File: src/hdl/fjm_pkg.sv
// ----------------------------------------------------------------------------
// Frame jank monitor package
// Shared widths, request and result codes, queue entry and result layouts.
// ----------------------------------------------------------------------------
package fjm_pkg;

    localparam int NUM_BINS    = 8;
    localparam int COUNT_WIDTH = 16;
    localparam int TIME_WIDTH  = 32;

    localparam int BIN_W     = 4;
    localparam int IDX_W     = $clog2(NUM_BINS);
    localparam int PERIOD_W  = 10;
    localparam int MISSED_W  = 28;
    localparam int FRAMES_W  = 16;
    localparam int SUM24_W   = 24;
    localparam int SUM32_W   = 32;

    localparam logic [PERIOD_W-1:0] PERIOD_RESET = 10'd166;

    localparam int DIVIDEND_W     = TIME_WIDTH + 4;
    localparam int DIV_RADIX_BITS = 2;
    localparam int DIV_STEPS      = DIVIDEND_W / DIV_RADIX_BITS;
    localparam int DIV_STEP_W     = $clog2(DIV_STEPS + 1);

    localparam int QUEUE_DEPTH = 4;
    localparam int QPTR_W      = $clog2(QUEUE_DEPTH);
    localparam int QCNT_W      = $clog2(QUEUE_DEPTH + 1);

    localparam int IN_TDATA_W  = 72;
    localparam int OUT_TDATA_W = 240;
    localparam int KIND_W      = 2;

    localparam logic [KIND_W-1:0] REQ_FRAME      = 2'd0;
    localparam logic [KIND_W-1:0] REQ_REPORT     = 2'd1;
    localparam logic [KIND_W-1:0] REQ_CLEAR_ANIM = 2'd2;

    localparam logic [KIND_W-1:0] KIND_FRAME = 2'd0;
    localparam logic [KIND_W-1:0] KIND_BIN   = 2'd1;
    localparam logic [KIND_W-1:0] KIND_EMPTY = 2'd2;

    localparam logic [BIN_W-1:0] BIN_NONE = 4'd8;

    typedef enum logic [1:0] {
        JOB_FRAME,
        JOB_REPORT,
        JOB_CLEAR
    } t_job_kind;

    typedef struct packed {
        t_job_kind               kind;
        logic                    anim;
        logic                    vs;
        logic [TIME_WIDTH-1:0]   time_ms;
        logic [TIME_WIDTH-1:0]   d_miss;
        logic [TIME_WIDTH-1:0]   d_anim;
    } t_job;

    typedef struct packed {
        logic [SUM32_W-1:0]     last_big_jank_ms;
        logic [SUM32_W-1:0]     report_span_ms;
        logic [SUM24_W-1:0]     anim_max_run_missed;
        logic [SUM32_W-1:0]     anim_total_time_ms;
        logic [SUM32_W-1:0]     anim_max_frame_ms;
        logic [SUM24_W-1:0]     anim_total_missed;
        logic [FRAMES_W-1:0]    anim_total_frames;
        logic [MISSED_W-1:0]    missed_vsyncs;
        logic [COUNT_WIDTH-1:0] bin_count;
        logic [BIN_W-1:0]       bin_index;
    } t_result;

    function automatic logic [7:0] bin_upper(input logic [IDX_W-1:0] idx);
        logic [7:0] edge_val;
        case (idx)
            3'd0:    edge_val = 8'd6;
            3'd1:    edge_val = 8'd15;
            3'd2:    edge_val = 8'd20;
            3'd3:    edge_val = 8'd36;
            3'd4:    edge_val = 8'd48;
            3'd5:    edge_val = 8'd60;
            3'd6:    edge_val = 8'd120;
            default: edge_val = 8'd180;
        endcase
        return edge_val;
    endfunction

    function automatic logic [DIVIDEND_W-1:0] times_ten(input logic [TIME_WIDTH-1:0] x);
        return (DIVIDEND_W'(x) << 3) + (DIVIDEND_W'(x) << 1);
    endfunction

endpackage

File: src/hdl/fjm_front.sv
// ----------------------------------------------------------------------------
// Frame jank monitor front end
// Accepts request beats, classifies them and works out frame durations.
// ----------------------------------------------------------------------------
module fjm_front (
    input  logic                            i_clk,
    input  logic                            i_rst_n,
    input  logic                            s_axis_tvalid,
    output logic                            s_axis_tready,
    // frame_start_ms, event_time_ms, animation_update, use_vsync_time, zero pad
    input  logic [fjm_pkg::IN_TDATA_W-1:0]  s_axis_tdata,
    // req_type
    input  logic [fjm_pkg::KIND_W-1:0]      s_axis_tuser,
    input  logic                            i_full,
    output logic                            o_push,
    output fjm_pkg::t_job                   o_job
);
    import fjm_pkg::*;

    logic [TIME_WIDTH-1:0] r_latest_end;
    logic                  r_first_pending;

    logic [TIME_WIDTH-1:0] start_ms;
    logic [TIME_WIDTH-1:0] end_ms;
    logic                  anim_flag;
    logic                  use_vs;
    logic                  accept;
    logic                  known;
    logic [TIME_WIDTH:0]   diff_start;
    logic [TIME_WIDTH:0]   diff_prev;
    logic [TIME_WIDTH-1:0] span_start;
    logic [TIME_WIDTH-1:0] span_prev;

    assign start_ms  = s_axis_tdata[TIME_WIDTH-1:0];
    assign end_ms    = s_axis_tdata[2*TIME_WIDTH-1:TIME_WIDTH];
    assign anim_flag = s_axis_tdata[2*TIME_WIDTH];
    assign use_vs    = s_axis_tdata[2*TIME_WIDTH+1];

    assign s_axis_tready = !i_full;
    assign accept        = s_axis_tvalid && s_axis_tready;

    assign diff_start = {1'b0, end_ms} - {1'b0, start_ms};
    assign diff_prev  = {1'b0, end_ms} - {1'b0, r_latest_end};
    assign span_start = diff_start[TIME_WIDTH] ? '0 : diff_start[TIME_WIDTH-1:0];
    assign span_prev  = diff_prev[TIME_WIDTH] ? '0 : diff_prev[TIME_WIDTH-1:0];

    always_comb begin
        known        = 1'b1;
        o_job.kind   = JOB_FRAME;
        case (s_axis_tuser)
            REQ_FRAME:      o_job.kind = JOB_FRAME;
            REQ_REPORT:     o_job.kind = JOB_REPORT;
            REQ_CLEAR_ANIM: o_job.kind = JOB_CLEAR;
            default:        known = 1'b0;
        endcase
        o_job.anim    = anim_flag;
        o_job.vs      = use_vs || r_first_pending;
        o_job.time_ms = end_ms;
        o_job.d_miss  = span_start;
        o_job.d_anim  = (use_vs || r_first_pending) ? span_start : span_prev;
    end

    assign o_push = accept && known;

    always_ff @(posedge i_clk) begin
        if (!i_rst_n) begin
            r_latest_end    <= '0;
            r_first_pending <= 1'b1;
        end else if (accept && s_axis_tuser == REQ_FRAME) begin
            r_latest_end    <= end_ms;
            r_first_pending <= 1'b0;
        end
    end

endmodule

File: src/hdl/fjm_queue.sv
// ----------------------------------------------------------------------------
// Frame jank monitor job queue
// Short first-in first-out queue between the front end and the back end.
// ----------------------------------------------------------------------------
module fjm_queue (
    input  logic          i_clk,
    input  logic          i_rst_n,
    input  logic          i_push,
    input  fjm_pkg::t_job i_job,
    input  logic          i_pop,
    output fjm_pkg::t_job o_head,
    output logic          o_full,
    output logic          o_empty
);
    import fjm_pkg::*;

    t_job              r_mem [QUEUE_DEPTH];
    logic [QPTR_W-1:0] r_wptr;
    logic [QPTR_W-1:0] r_rptr;
    logic [QCNT_W-1:0] r_count;

    logic do_push;
    logic do_pop;

    assign o_full  = (r_count == QCNT_W'(QUEUE_DEPTH));
    assign o_empty = (r_count == '0);
    assign o_head  = r_mem[r_rptr];
    assign do_push = i_push && !o_full;
    assign do_pop  = i_pop && !o_empty;

    always_ff @(posedge i_clk) begin
        if (do_push) begin
            r_mem[r_wptr] <= i_job;
        end
    end

    always_ff @(posedge i_clk) begin
        if (!i_rst_n) begin
            r_wptr  <= '0;
            r_rptr  <= '0;
            r_count <= '0;
        end else begin
            if (do_push) begin
                r_wptr <= r_wptr + 1'b1;
            end
            if (do_pop) begin
                r_rptr <= r_rptr + 1'b1;
            end
            if (do_push && !do_pop) begin
                r_count <= r_count + 1'b1;
            end else if (do_pop && !do_push) begin
                r_count <= r_count - 1'b1;
            end
        end
    end

endmodule

File: src/hdl/fjm_div.sv
// ----------------------------------------------------------------------------
// Frame jank monitor divider
// Restoring divider that retires two quotient bits per clock cycle.
// ----------------------------------------------------------------------------
module fjm_div (
    input  logic                            i_clk,
    input  logic                            i_rst_n,
    input  logic                            i_start,
    input  logic [fjm_pkg::DIVIDEND_W-1:0]  i_dividend,
    input  logic [fjm_pkg::PERIOD_W-1:0]    i_divisor,
    output logic                            o_done,
    output logic [fjm_pkg::DIVIDEND_W-1:0]  o_quotient
);
    import fjm_pkg::*;

    logic [DIVIDEND_W-1:0] r_acc;
    logic [PERIOD_W-1:0]   r_rem;
    logic [PERIOD_W-1:0]   r_divisor;
    logic [DIV_STEP_W-1:0] r_step;
    logic                  r_busy;
    logic                  r_done;

    logic [DIVIDEND_W-1:0] n_acc;
    logic [PERIOD_W-1:0]   n_rem;

    always_comb begin
        logic [DIVIDEND_W-1:0] acc;
        logic [PERIOD_W-1:0]   rem;
        logic [PERIOD_W:0]     trial;
        acc = r_acc;
        rem = r_rem;
        for (int j = 0; j < DIV_RADIX_BITS; j++) begin
            trial = {rem, acc[DIVIDEND_W-1]};
            acc   = {acc[DIVIDEND_W-2:0], 1'b0};
            if (trial >= {1'b0, r_divisor}) begin
                trial  = trial - {1'b0, r_divisor};
                acc[0] = 1'b1;
            end
            rem = trial[PERIOD_W-1:0];
        end
        n_acc = acc;
        n_rem = rem;
    end

    always_ff @(posedge i_clk) begin
        if (!i_rst_n) begin
            r_busy <= 1'b0;
            r_done <= 1'b0;
            r_step <= '0;
        end else begin
            r_done <= 1'b0;
            if (i_start) begin
                r_acc     <= i_dividend;
                r_rem     <= '0;
                r_divisor <= i_divisor;
                r_step    <= '0;
                r_busy    <= 1'b1;
            end else if (r_busy) begin
                r_acc  <= n_acc;
                r_rem  <= n_rem;
                r_step <= r_step + 1'b1;
                if (r_step == DIV_STEP_W'(DIV_STEPS - 1)) begin
                    r_busy <= 1'b0;
                    r_done <= 1'b1;
                end
            end
        end
    end

    assign o_done     = r_done;
    assign o_quotient = r_acc;

endmodule

File: src/hdl/fjm_back.sv
// ----------------------------------------------------------------------------
// Frame jank monitor back end
// Measures missed vsyncs, keeps the histogram and animation statistics and
// drives the result channel.
// ----------------------------------------------------------------------------
module fjm_back (
    input  logic                             i_clk,
    input  logic                             i_rst_n,
    input  logic [fjm_pkg::PERIOD_W-1:0]     i_period,
    input  logic                             i_empty,
    input  fjm_pkg::t_job                    i_job,
    output logic                             o_pop,
    output logic                             m_axis_tvalid,
    input  logic                             m_axis_tready,
    // bin_index, bin_count, missed_vsyncs, anim_total_frames, anim_total_missed,
    // anim_max_frame_ms, anim_total_time_ms, anim_max_run_missed,
    // report_span_ms, last_big_jank_ms
    output logic [fjm_pkg::OUT_TDATA_W-1:0]  m_axis_tdata,
    // result_kind
    output logic [fjm_pkg::KIND_W-1:0]       m_axis_tuser,
    output logic                             m_axis_tlast
);
    import fjm_pkg::*;

    typedef enum logic [2:0] {
        S_IDLE,
        S_DIV_MISS,
        S_DIV_ANIM,
        S_BIN,
        S_UPDATE,
        S_REPORT
    } t_state;

    localparam logic [MISSED_W-1:0] MISSED_MAX = '1;

    t_state                 r_state;
    t_job                   r_job;
    logic [COUNT_WIDTH-1:0] r_hist [NUM_BINS];
    logic                   r_pending;
    logic [TIME_WIDTH-1:0]  r_prev_report;
    logic [TIME_WIDTH-1:0]  r_big_jank;
    logic [FRAMES_W-1:0]    r_frames;
    logic [SUM32_W-1:0]     r_time_sum;
    logic [SUM32_W-1:0]     r_frame_max;
    logic [SUM24_W-1:0]     r_missed_sum;
    logic [SUM24_W-1:0]     r_run;
    logic [SUM24_W-1:0]     r_run_max;
    logic [MISSED_W-1:0]    r_missed;
    logic [MISSED_W-1:0]    r_m_anim;
    logic [MISSED_W-1:0]    r_rep;
    logic [BIN_W-1:0]       r_bin;
    logic [IDX_W-1:0]       r_k;
    logic [TIME_WIDTH-1:0]  r_span;
    logic                   r_div_start;
    logic [DIVIDEND_W-1:0]  r_div_dividend;
    logic                   r_out_valid;
    t_result                r_out;
    logic [KIND_W-1:0]      r_out_kind;
    logic                   r_out_last;

    logic                   div_done;
    logic [DIVIDEND_W-1:0]  div_quotient;
    logic [PERIOD_W-1:0]    divisor;
    logic                   out_free;
    logic [IDX_W-1:0]       rd_idx;
    logic [COUNT_WIDTH-1:0] hist_rd;
    logic                   bin_hit;
    logic                   can_inc;
    logic [COUNT_WIDTH-1:0] n_count;
    logic [TIME_WIDTH-1:0]  n_big_jank;
    logic [FRAMES_W-1:0]    n_frames;
    logic [SUM32_W-1:0]     n_time_sum;
    logic [SUM32_W-1:0]     n_frame_max;
    logic [SUM24_W-1:0]     n_missed_sum;
    logic [SUM24_W-1:0]     n_run;
    logic [SUM24_W-1:0]     n_run_max;
    logic [SUM32_W:0]       time_add;
    logic [MISSED_W:0]      msum_add;
    logic [MISSED_W:0]      run_add;

    function automatic logic [MISSED_W-1:0] clip_missed(input logic [DIVIDEND_W-1:0] q);
        return (q > DIVIDEND_W'(MISSED_MAX)) ? MISSED_MAX : q[MISSED_W-1:0];
    endfunction

    function automatic logic [BIN_W-1:0] bin_of(input logic [MISSED_W-1:0] m);
        logic [BIN_W-1:0] b;
        b = BIN_NONE;
        if (m != '0) begin
            for (int i = NUM_BINS - 1; i >= 0; i--) begin
                if (m < MISSED_W'(bin_upper(IDX_W'(i)))) begin
                    b = BIN_W'(i);
                end
            end
        end
        return b;
    endfunction

    assign divisor  = (i_period == '0) ? PERIOD_W'(1) : i_period;
    assign out_free = !r_out_valid || m_axis_tready;
    assign o_pop    = (r_state == S_IDLE) && !i_empty;

    fjm_div u_div (
        .i_clk      (i_clk),
        .i_rst_n    (i_rst_n),
        .i_start    (r_div_start),
        .i_dividend (r_div_dividend),
        .i_divisor  (divisor),
        .o_done     (div_done),
        .o_quotient (div_quotient)
    );

    assign rd_idx  = (r_state == S_REPORT) ? r_k : r_bin[IDX_W-1:0];
    assign hist_rd = r_hist[rd_idx];
    assign bin_hit = (r_bin != BIN_NONE);
    assign can_inc = bin_hit && (hist_rd != '1);

    always_comb begin
        n_count      = bin_hit ? (can_inc ? hist_rd + 1'b1 : hist_rd) : '0;
        n_big_jank   = (can_inc && r_bin != '0) ? r_job.time_ms : r_big_jank;
        time_add     = {1'b0, r_time_sum} + {1'b0, r_job.d_anim};
        msum_add     = (MISSED_W + 1)'(r_missed_sum) + {1'b0, r_rep};
        run_add      = (MISSED_W + 1)'(r_run) + {1'b0, r_rep};
        n_frames     = r_frames;
        n_time_sum   = r_time_sum;
        n_frame_max  = r_frame_max;
        n_missed_sum = r_missed_sum;
        n_run        = r_run;
        n_run_max    = r_run_max;
        if (r_job.anim) begin
            n_frames    = (r_frames == '1) ? r_frames : r_frames + 1'b1;
            n_time_sum  = time_add[SUM32_W] ? '1 : time_add[SUM32_W-1:0];
            n_frame_max = (r_job.d_anim > r_frame_max) ? r_job.d_anim : r_frame_max;
            if (r_rep != '0) begin
                n_missed_sum = (|msum_add[MISSED_W:SUM24_W]) ? '1 : msum_add[SUM24_W-1:0];
                n_run        = (|run_add[MISSED_W:SUM24_W]) ? '1 : run_add[SUM24_W-1:0];
                n_run_max    = (n_run > r_run_max) ? n_run : r_run_max;
            end else begin
                n_run = '0;
            end
        end
    end

    always_ff @(posedge i_clk) begin
        if (!i_rst_n) begin
            r_state       <= S_IDLE;
            r_pending     <= 1'b0;
            r_prev_report <= '0;
            r_big_jank    <= '0;
            r_frames      <= '0;
            r_time_sum    <= '0;
            r_frame_max   <= '0;
            r_missed_sum  <= '0;
            r_run         <= '0;
            r_run_max     <= '0;
            r_div_start   <= 1'b0;
            r_out_valid   <= 1'b0;
            r_k           <= '0;
            for (int i = 0; i < NUM_BINS; i++) begin
                r_hist[i] <= '0;
            end
        end else begin
            r_div_start <= 1'b0;
            if (m_axis_tready) begin
                r_out_valid <= 1'b0;
            end
            case (r_state)
                S_IDLE: begin
                    if (!i_empty) begin
                        r_job <= i_job;
                        case (i_job.kind)
                            JOB_FRAME: begin
                                r_div_start    <= 1'b1;
                                r_div_dividend <= times_ten(i_job.d_miss);
                                r_state        <= S_DIV_MISS;
                            end
                            JOB_REPORT: begin
                                r_span  <= i_job.time_ms - r_prev_report;
                                r_k     <= '0;
                                r_state <= S_REPORT;
                            end
                            default: begin
                                r_frames     <= '0;
                                r_time_sum   <= '0;
                                r_frame_max  <= '0;
                                r_missed_sum <= '0;
                                r_run        <= '0;
                                r_run_max    <= '0;
                            end
                        endcase
                    end
                end
                S_DIV_MISS: begin
                    if (div_done) begin
                        r_missed <= clip_missed(div_quotient);
                        r_m_anim <= clip_missed(div_quotient);
                        if (r_job.anim && !r_job.vs) begin
                            r_div_start    <= 1'b1;
                            r_div_dividend <= times_ten(r_job.d_anim);
                            r_state        <= S_DIV_ANIM;
                        end else begin
                            r_state <= S_BIN;
                        end
                    end
                end
                S_DIV_ANIM: begin
                    if (div_done) begin
                        r_m_anim <= clip_missed(div_quotient);
                        r_state  <= S_BIN;
                    end
                end
                S_BIN: begin
                    r_bin <= bin_of(r_missed);
                    if (r_job.vs) begin
                        r_rep <= r_m_anim;
                    end else begin
                        r_rep <= (r_m_anim != '0) ? r_m_anim - 1'b1 : '0;
                    end
                    r_state <= S_UPDATE;
                end
                S_UPDATE: begin
                    if (out_free) begin
                        if (can_inc) begin
                            r_hist[r_bin[IDX_W-1:0]] <= n_count;
                            r_pending                <= 1'b1;
                        end
                        r_big_jank   <= n_big_jank;
                        r_frames     <= n_frames;
                        r_time_sum   <= n_time_sum;
                        r_frame_max  <= n_frame_max;
                        r_missed_sum <= n_missed_sum;
                        r_run        <= n_run;
                        r_run_max    <= n_run_max;
                        r_out_valid  <= 1'b1;
                        r_out_kind   <= KIND_FRAME;
                        r_out_last   <= 1'b1;
                        r_out.bin_index           <= r_bin;
                        r_out.bin_count           <= n_count;
                        r_out.missed_vsyncs       <= r_missed;
                        r_out.anim_total_frames   <= n_frames;
                        r_out.anim_total_missed   <= n_missed_sum;
                        r_out.anim_max_frame_ms   <= n_frame_max;
                        r_out.anim_total_time_ms  <= n_time_sum;
                        r_out.anim_max_run_missed <= n_run_max;
                        r_out.report_span_ms      <= '0;
                        r_out.last_big_jank_ms    <= n_big_jank;
                        r_state <= S_IDLE;
                    end
                end
                S_REPORT: begin
                    if (out_free) begin
                        r_out_valid               <= 1'b1;
                        r_out.missed_vsyncs       <= '0;
                        r_out.anim_total_frames   <= '0;
                        r_out.anim_total_missed   <= '0;
                        r_out.anim_max_frame_ms   <= '0;
                        r_out.anim_total_time_ms  <= '0;
                        r_out.anim_max_run_missed <= '0;
                        r_out.report_span_ms      <= r_span;
                        r_out.last_big_jank_ms    <= r_big_jank;
                        if (r_pending) begin
                            r_out_kind      <= KIND_BIN;
                            r_out.bin_index <= BIN_W'(r_k);
                            r_out.bin_count <= hist_rd;
                            r_out_last      <= (r_k == IDX_W'(NUM_BINS - 1));
                        end else begin
                            r_out_kind      <= KIND_EMPTY;
                            r_out.bin_index <= BIN_NONE;
                            r_out.bin_count <= '0;
                            r_out_last      <= 1'b1;
                        end
                        if (!r_pending || r_k == IDX_W'(NUM_BINS - 1)) begin
                            for (int i = 0; i < NUM_BINS; i++) begin
                                r_hist[i] <= '0;
                            end
                            r_pending     <= 1'b0;
                            r_big_jank    <= '0;
                            r_prev_report <= r_job.time_ms;
                            r_state       <= S_IDLE;
                        end else begin
                            r_k <= r_k + 1'b1;
                        end
                    end
                end
                default: r_state <= S_IDLE;
            endcase
        end
    end

    assign m_axis_tvalid = r_out_valid;
    assign m_axis_tdata  = r_out;
    assign m_axis_tuser  = r_out_kind;
    assign m_axis_tlast  = r_out_last;

endmodule

File: src/hdl/frame_jank_monitor.sv
// ----------------------------------------------------------------------------
// Frame jank monitor
// Counts missed vsyncs per frame, bins janks and tracks animation statistics.
// ----------------------------------------------------------------------------
// Requests arrive as beats on the s_axis channel, with req_type on tuser:
// frame end, report and clear, or reset of the animation statistics. A
// frame end gives one result beat; a report gives eight bin beats when any
// jank was recorded since the last report, otherwise one empty beat, and
// tlast marks the final beat of each request. Results leave on m_axis with
// result_kind on tuser. The vsync period register is to be written through
// i_cfg_wr_en and i_cfg_wr_data only while the block is idle; the block
// itself does not enforce this. A front end takes requests into a
// four-entry queue, so the input keeps flowing while a result waits on
// m_axis until the queue is full. A frame takes one pass of the radix-4
// divider; an animation frame timed from the previous frame end needs a
// second pass. A stalled receiver holds the result register, and the
// back end waits on it.
// Synchronous reset clears all statistics, the histogram and the queue and
// sets the vsync period to 16.6 ms.
// ----------------------------------------------------------------------------
module frame_jank_monitor (
    input  logic                            i_clk,
    input  logic                            i_rst_n,
    input  logic                            i_cfg_wr_en,
    input  logic [fjm_pkg::PERIOD_W-1:0]    i_cfg_wr_data,
    input  logic                            s_axis_tvalid,
    output logic                            s_axis_tready,
    // frame_start_ms, event_time_ms, animation_update, use_vsync_time, zero pad
    input  logic [fjm_pkg::IN_TDATA_W-1:0]  s_axis_tdata,
    // req_type
    input  logic [fjm_pkg::KIND_W-1:0]      s_axis_tuser,
    output logic                            m_axis_tvalid,
    input  logic                            m_axis_tready,
    // bin_index, bin_count, missed_vsyncs, anim_total_frames, anim_total_missed,
    // anim_max_frame_ms, anim_total_time_ms, anim_max_run_missed,
    // report_span_ms, last_big_jank_ms
    output logic [fjm_pkg::OUT_TDATA_W-1:0] m_axis_tdata,
    // result_kind
    output logic [fjm_pkg::KIND_W-1:0]      m_axis_tuser,
    output logic                            m_axis_tlast
);
    import fjm_pkg::*;

    logic [PERIOD_W-1:0] r_period;
    logic                push;
    logic                pop;
    logic                full;
    logic                empty;
    t_job                job_in;
    t_job                job_head;

    always_ff @(posedge i_clk) begin
        if (!i_rst_n) begin
            r_period <= PERIOD_RESET;
        end else if (i_cfg_wr_en) begin
            r_period <= i_cfg_wr_data;
        end
    end

    fjm_front u_front (
        .i_clk         (i_clk),
        .i_rst_n       (i_rst_n),
        .s_axis_tvalid (s_axis_tvalid),
        .s_axis_tready (s_axis_tready),
        .s_axis_tdata  (s_axis_tdata),
        .s_axis_tuser  (s_axis_tuser),
        .i_full        (full),
        .o_push        (push),
        .o_job         (job_in)
    );

    fjm_queue u_queue (
        .i_clk   (i_clk),
        .i_rst_n (i_rst_n),
        .i_push  (push),
        .i_job   (job_in),
        .i_pop   (pop),
        .o_head  (job_head),
        .o_full  (full),
        .o_empty (empty)
    );

    fjm_back u_back (
        .i_clk         (i_clk),
        .i_rst_n       (i_rst_n),
        .i_period      (r_period),
        .i_empty       (empty),
        .i_job         (job_head),
        .o_pop         (pop),
        .m_axis_tvalid (m_axis_tvalid),
        .m_axis_tready (m_axis_tready),
        .m_axis_tdata  (m_axis_tdata),
        .m_axis_tuser  (m_axis_tuser),
        .m_axis_tlast  (m_axis_tlast)
    );

endmodule

File: config.mk
export PLATFORM = sky130hd
export DESIGN_NAME = frame_jank_monitor
export DESIGN_NICKNAME = d
export VERILOG_FILES = /design/src/hdl/fjm_pkg.sv /design/src/hdl/fjm_front.sv /design/src/hdl/fjm_queue.sv /design/src/hdl/fjm_div.sv /design/src/hdl/fjm_back.sv /design/src/hdl/frame_jank_monitor.sv
export SDC_FILE = /design/constraint.sdc
export NUM_CORES = 2
export LEC_CHECK = 0
export BUFFER_PORTS_ARGS = -buffer_cell sky130_fd_sc_hd__buf_2
export CELL_PAD_IN_SITES_DETAIL_PLACEMENT = 0
export CELL_PAD_IN_SITES_GLOBAL_PLACEMENT = 1
export CORE_MARGIN = 1
export CORE_UTILIZATION = 35
export CTS_BUF_LIST = sky130_fd_sc_hd__clkbuf_4 sky130_fd_sc_hd__clkbuf_8
export CTS_CLUSTER_DIAMETER = 150
export DETAILED_ROUTE_END_ITERATION = 10
export PLACE_DENSITY_LB_ADDON = 0.25
export SYNTH_ARGS = -nofsm -noshare
export SYNTH_HDL_FRONTEND = slang
export SYNTH_HIERARCHICAL = 1
export SYNTH_SLANG_ARGS = --single-unit
export TNS_END_PERCENT = 100
File: constraint.sdc
create_clock -name i_clk -period 32.9 [get_ports i_clk]
set_clock_uncertainty 0.1 [all_clocks]
set_input_delay 6.58 -clock i_clk [delete_from_list [all_inputs] [get_ports i_clk]]
set_output_delay 6.58 -clock i_clk [all_outputs]
set_load 0.03 [all_outputs]
======== Word-level counts from Yosys, hierarchy flattened ========
Memory sizes are Yosys's and may differ from the RTL's. A register that Yosys moved wholly into a read port is not among the register bits.
Cells that the tools add are included.
W data, S select, Z words.
word-level totals
  bits in registers ....................... 803
  RAM bits ................................ 528
  bits of input ports ..................... 89
  output and inout port bits .............. 245
  logic and storage cells ................. 352
  memories ................................ 2
operators by class
  add/sub/neg operators ................... 19
  magnitude comparators ................... 13
  equality and inequality tests ........... 28
  multiplexer cells ....................... 164
  bitwise gates (word level) .............. 12
  reduce and logical (&&, ||, !) cells .... 64
memory list
  name           words  width  read ports  clocked after memory_dff  wr ports  line             text
  u_queue.r_mem  4      100    1           1                         1         fjm_queue.sv:17  t_job r_mem [QUEUE_DEPTH];
  u_back.r_hist  8      16     1           0                         8         fjm_back.sv:38   logic [COUNT_WIDTH-1:0] r_hist [NUM_BINS];
operator list
  kind                     number
  $mux W240                2
  $mux W32                 15
  $pmux W240 S2            1
  $mux W24                 14
  $mux W16                 16
  $lt A28 B8 Y1            8
  $mux W36                 6
  $mux W8                  24
  $pmux W32 S2             3
  $pmux W24 S2             3
  $mux W28                 3
  $reduce_bool A28 Y1      3
  $add A35 B33 Y36         2
  $pmux W36 S2             1
  $sub A32 B32 Y33         2
  $add A24 B28 Y29         2
  $mux W3                  14
  $gt A36 B28 Y1 const B   1
  $mux W1                  36
  $add A32 B32 Y33         1
  $add A16 B1 Y16 const B  2
  $gt A32 B32 Y1           1
  $mux W4                  8
  $pmux W16 S2             1
  other kinds (48)         131

======== Logic depth before layout (Yosys ltp) ========
  depth in word-level cells ............... 13
  gate-level depth with buffers ........... 25
  depth with buffers taken out ............ 22

======== Modules after synthesis ========
The synthesis kept the hierarchy.
by module, submodules not included
  module              times used  cells each  area each (um^2)  seq. area each (um^2)
  fjm_back            1           4046        43010.0           22281.4
  fjm_queue           1           570         15011.9           12191.7
  fjm_front           1           795         5484.0            660.6
  fjm_div             1           310         3654.8            1821.7
  frame_jank_monitor  1           32          367.9             200.2

======== Least setup slack after synthesis ========
OpenSTA, ideal clock, no wires.
  kind .................................... input -> register
  start point ............................. input i_rst_n
  end point ............................... register u_back.r_out (netlist bit u_back/m_axis_tdata[0]), enable pin
  library setup time ...................... 1193 ps
  arrival time ............................ 24862 ps
  data required time ...................... 31607 ps
  setup slack ............................. 6744 ps
  stages .................................. 4
  buffers on the path ..................... 3
  cells stage by stage .................... clkbuf_1 clkbuf_1 clkbuf_1 nor3b_1
on the way
  longest elaborated chain between the ends .. 1
ends and longest elaborated chain
  what                         line                      text
  from (decl)                  frame_jank_monitor.sv:23  input logic i_rst_n,
  $reduce_and A4 Y1 (no line)  --
  to (decl)                    fjm_back.sv:57            t_result r_out;
No other way between the ends.
A chain may end at the register's enable or synchronous reset.

==> out/results.txt <==
mux contribution to synthesized area = 5.87%
PostCTS Resize Cnt = 0
clock period minus worst slack = 9.86 ns
GRT Util Overall = 19.1%
Synth Area in Compound Gates = 13.8%
cell leakage power = 0.0273 uW
H-tree Lvls = 4
crit-path max FO = 32
cell count after synthesis = 5753
P&R area growth vs syn = 13.2%
via count = 46000
initial antenna violation count = 12
Synth Net Count = 6178
RSZ-0062 raised after global routing = no
Slew headroom = 14.4%
synth top area cells = edfxtp_1 (47%), dfxtp_1 (8.4%), ha_1 (6.0%)
synthesis-stage register bit count = 1332
met2 routed WL = 89800 um
syn avg cell area = 11.7 sq um
main flop type after synthesis = edfxtp_1
detailed placement HPWL = 130000 um
status = complete, no violations
vias per cell = 5.23
Tot Pwr = 5980 uW
Clk Latency, worst-skew pair = 1.02 ns
CTS Root Cell = clkbuf_8
Rows = 160
1st-iter DRT viols = 3137
Final #Nets = 6508
Peak supply drop = 0.0426 mV
CTS sink cnt = 1332
CTS tree = done
Setup crit end kind = flop
largest net degree at the start of global routing = 86
DRT met1 WL = 87100 um
Setup TNS Final = 0 ns
die width = 441 um
worst endpoint required time = 33.48 ns
first-pass GRT wire length = 282000 um
# Max-Cap Violations = 0
top routing layer used = met5
final cycle utilization of the critical path = 30.0%
Clock transition at path regs = 0.06 ns
WL per Instance = 21.6 um
GP Congestion = 0.846
Hold Path Class = reg -> reg
synth warn = 6
clock buffer depth = 3
most frequent cell after synthesis = edfxtp_1
adder-cell share of the synthesized area = 6.35%
Fmax = 0.101 GHz
Seq/Total Area, Yosys = 55.0%
worst endpoint data arrival time = 10.44 ns
Final Hold Fails = 0
max-slew violation count = 0
worst-margin pin slew = 1.27 ns
TritonRoute pass-1 iters = 5
antenna viol nets, final = 0
Power Density = 78.2 mW/mm^2
layout cells sized above 1 = 17.6%
Post-CTS Setup Inserts = 0
Remaining DRCs = 0
Starting Density = 35.4%
IO Pins = 334
PortBufs = 327
gr ovfl total = 0
asr flop ratio synth = 0%
Crit Path Class = in -> reg
main combinational cell family by area after synthesis = compound AO/OA/AOI/OAI gates
Final setup viols = 0
Hold Buf Count CTS = 0
Yosys top cell by area = edfxtp_1
met3 routed WL = 8400 um
top cells by count, synth = edfxtp_1 (1048), nor2_1 (498), nand2_1 (474)
CORE AREA = 0.191 sq mm
Num CTS Buffers = 225
Netlist cell types = 114
Post-Synth XOR/XNOR Area = 3.19%
die footprint = 0.195 sq mm
Critical Path Start Type = input pin
Synth top area share = 46.6%
final wirelength = 190000 um
synthesized area = 0.0675 sq mm
Die Span Y = 441 um
vias in the first global route = 45100
Post-synth EDFFs = 1048
post-synthesis simple-gate area fraction = 11.9%
==> metrics by stage <==
stage	setup WS (ns)	utilization (%)	hold slack (ns)	std cells	instance area, sq um
floorplan	6.74	-	0.323	5753	67500
global placement	22.17	37.4	0.330	8367	71400
detailed placement	22.14	37.4	0.333	8367	71400
CTS	23.21	40.0	0.343	8789	76500
global route	22.97	40.0	0.366	8790	76500
finish	23.04	40.0	0.344	8791	76500
==> layout by cell type, fill, tap and decap left out, types with 49 or more instances in the layout <==
| cell | count |
|---|---|
| a211oi_1 | 58 |
| a21boi_0 | 81 |
| a21o_1 | 128 |
| a21oi_1 | 291 |
| a22o_1 | 94 |
| and2_1 | 124 |
| buf_2 | 326 |
| buf_4 | 71 |
| clkbuf_4 | 49 |
| clkbuf_8 | 235 |
| dfxtp_1 | 281 |
| edfxtp_1 | 1048 |
| ha_1 | 325 |
| inv_1 | 264 |
| mux2i_1 | 49 |
| mux4_2 | 110 |
| nand2_1 | 474 |
| nand3_1 | 120 |
| nor2_1 | 496 |
| nor2b_1 | 69 |
| nor3_1 | 73 |
| o21ai_0 | 274 |
| o22ai_1 | 53 |
| xnor2_1 | 152 |
| xor2_1 | 92 |
==> state kept, by name, indices dropped and copies added, names as in the netlist, 10 cells and up, named ones only <==
register and flops:
u_back/r_frames 16, u_back/u_div/r_divisor 10, u_back/r_hist 128, u_back/u_div/o_quotient 36
u_back/r_time_sum 32, u_back/r_m_anim 28, u_back/r_frame_max 32, u_back/m_axis_tdata 240
u_back/r_prev_report 32, u_back/r_missed 28, u_front/r_latest_end 32, u_back/u_div/r_rem 10
u_back/r_span 32, u_back/r_rep 28, u_back/r_missed_sum 24, r_period 10
u_queue/r_mem 400, u_back/r_job 66, u_back/r_big_jank 32, u_back/r_run_max 24
u_back/r_run 24, u_back/r_div_dividend 35
==> path summary, 6_finish.rpt <==
kind / startpoint / to / slack, ns / cells after the start
setup reg to reg: u_back/r_state[2]$_SDFFE_PN0P_ / u_back/r_hist[0][4]$_SDFFCE_PN0P_ / 25.61 / 10
hold reg to reg: u_front/r_first_pending$_SDFFE_PN1P_ / u_front/r_first_pending$_SDFFE_PN1P_ / 0.34 / 2
setup / recovery: s_axis_tdata[32] / u_queue/r_mem[1][3]$_DFFE_PP_ / 23.04 / 13
hold / removal: u_front/r_first_pending$_SDFFE_PN1P_ / u_front/r_first_pending$_SDFFE_PN1P_ / 0.34 / 2
==> report_power, final <==
group          internal (uW)  total, uW  switching [uW]
Sequential              2120       2240             127
Combinational            800       2070            1270
Clock                    937       1670             728
==> worst max-delay path: stages <==
cell	delay (ns)
buf_2	0.21
inv_1	0.18
ha_1	0.25
fa_1	0.39
nand2b_1	0.19
a21oi_1	0.30
a2bb2oi_1	0.43
a211o_1	0.21
a31oi_2	0.14
o31a_1	0.33
o21ai_1	0.18
nand2_2	0.42
o22ai_1	0.58
==> layout make-up <==
cell class              instances  area (sq um)
clock buffers                 284          3600
well taps                    2511          3140
diodes                          2          5.00
clock inverters               138          1480
inverters                     264           991
fillers                     18500        115000
repair buffers                397          2160
flip-flops and latches       1332         37200
multi-input cells            3863         27900
==> cell families (layout without fill, tap and decap cells) <==
group | after synthesis | after routing
other | 1 | 3
muxes | 237 | 237
buffers and inverters | 558 | 1083
and+or+nand+nor | 1671 | 1671
xor gates and xnor gates | 245 | 245
DFF | 1332 | 1332
AOI/OAI and AO/OA | 1373 | 1373
adders and majority gates | 336 | 336
==> per-layer routing <==
layer  track usage [%]  up-vias
met5                 0        -
met4              5.55        2
met3              2.93      256
met2              31.2     1030
met1              26.2    22700
li1                  -    22100
Note: power is estimated with default switching activity, not from simulation.
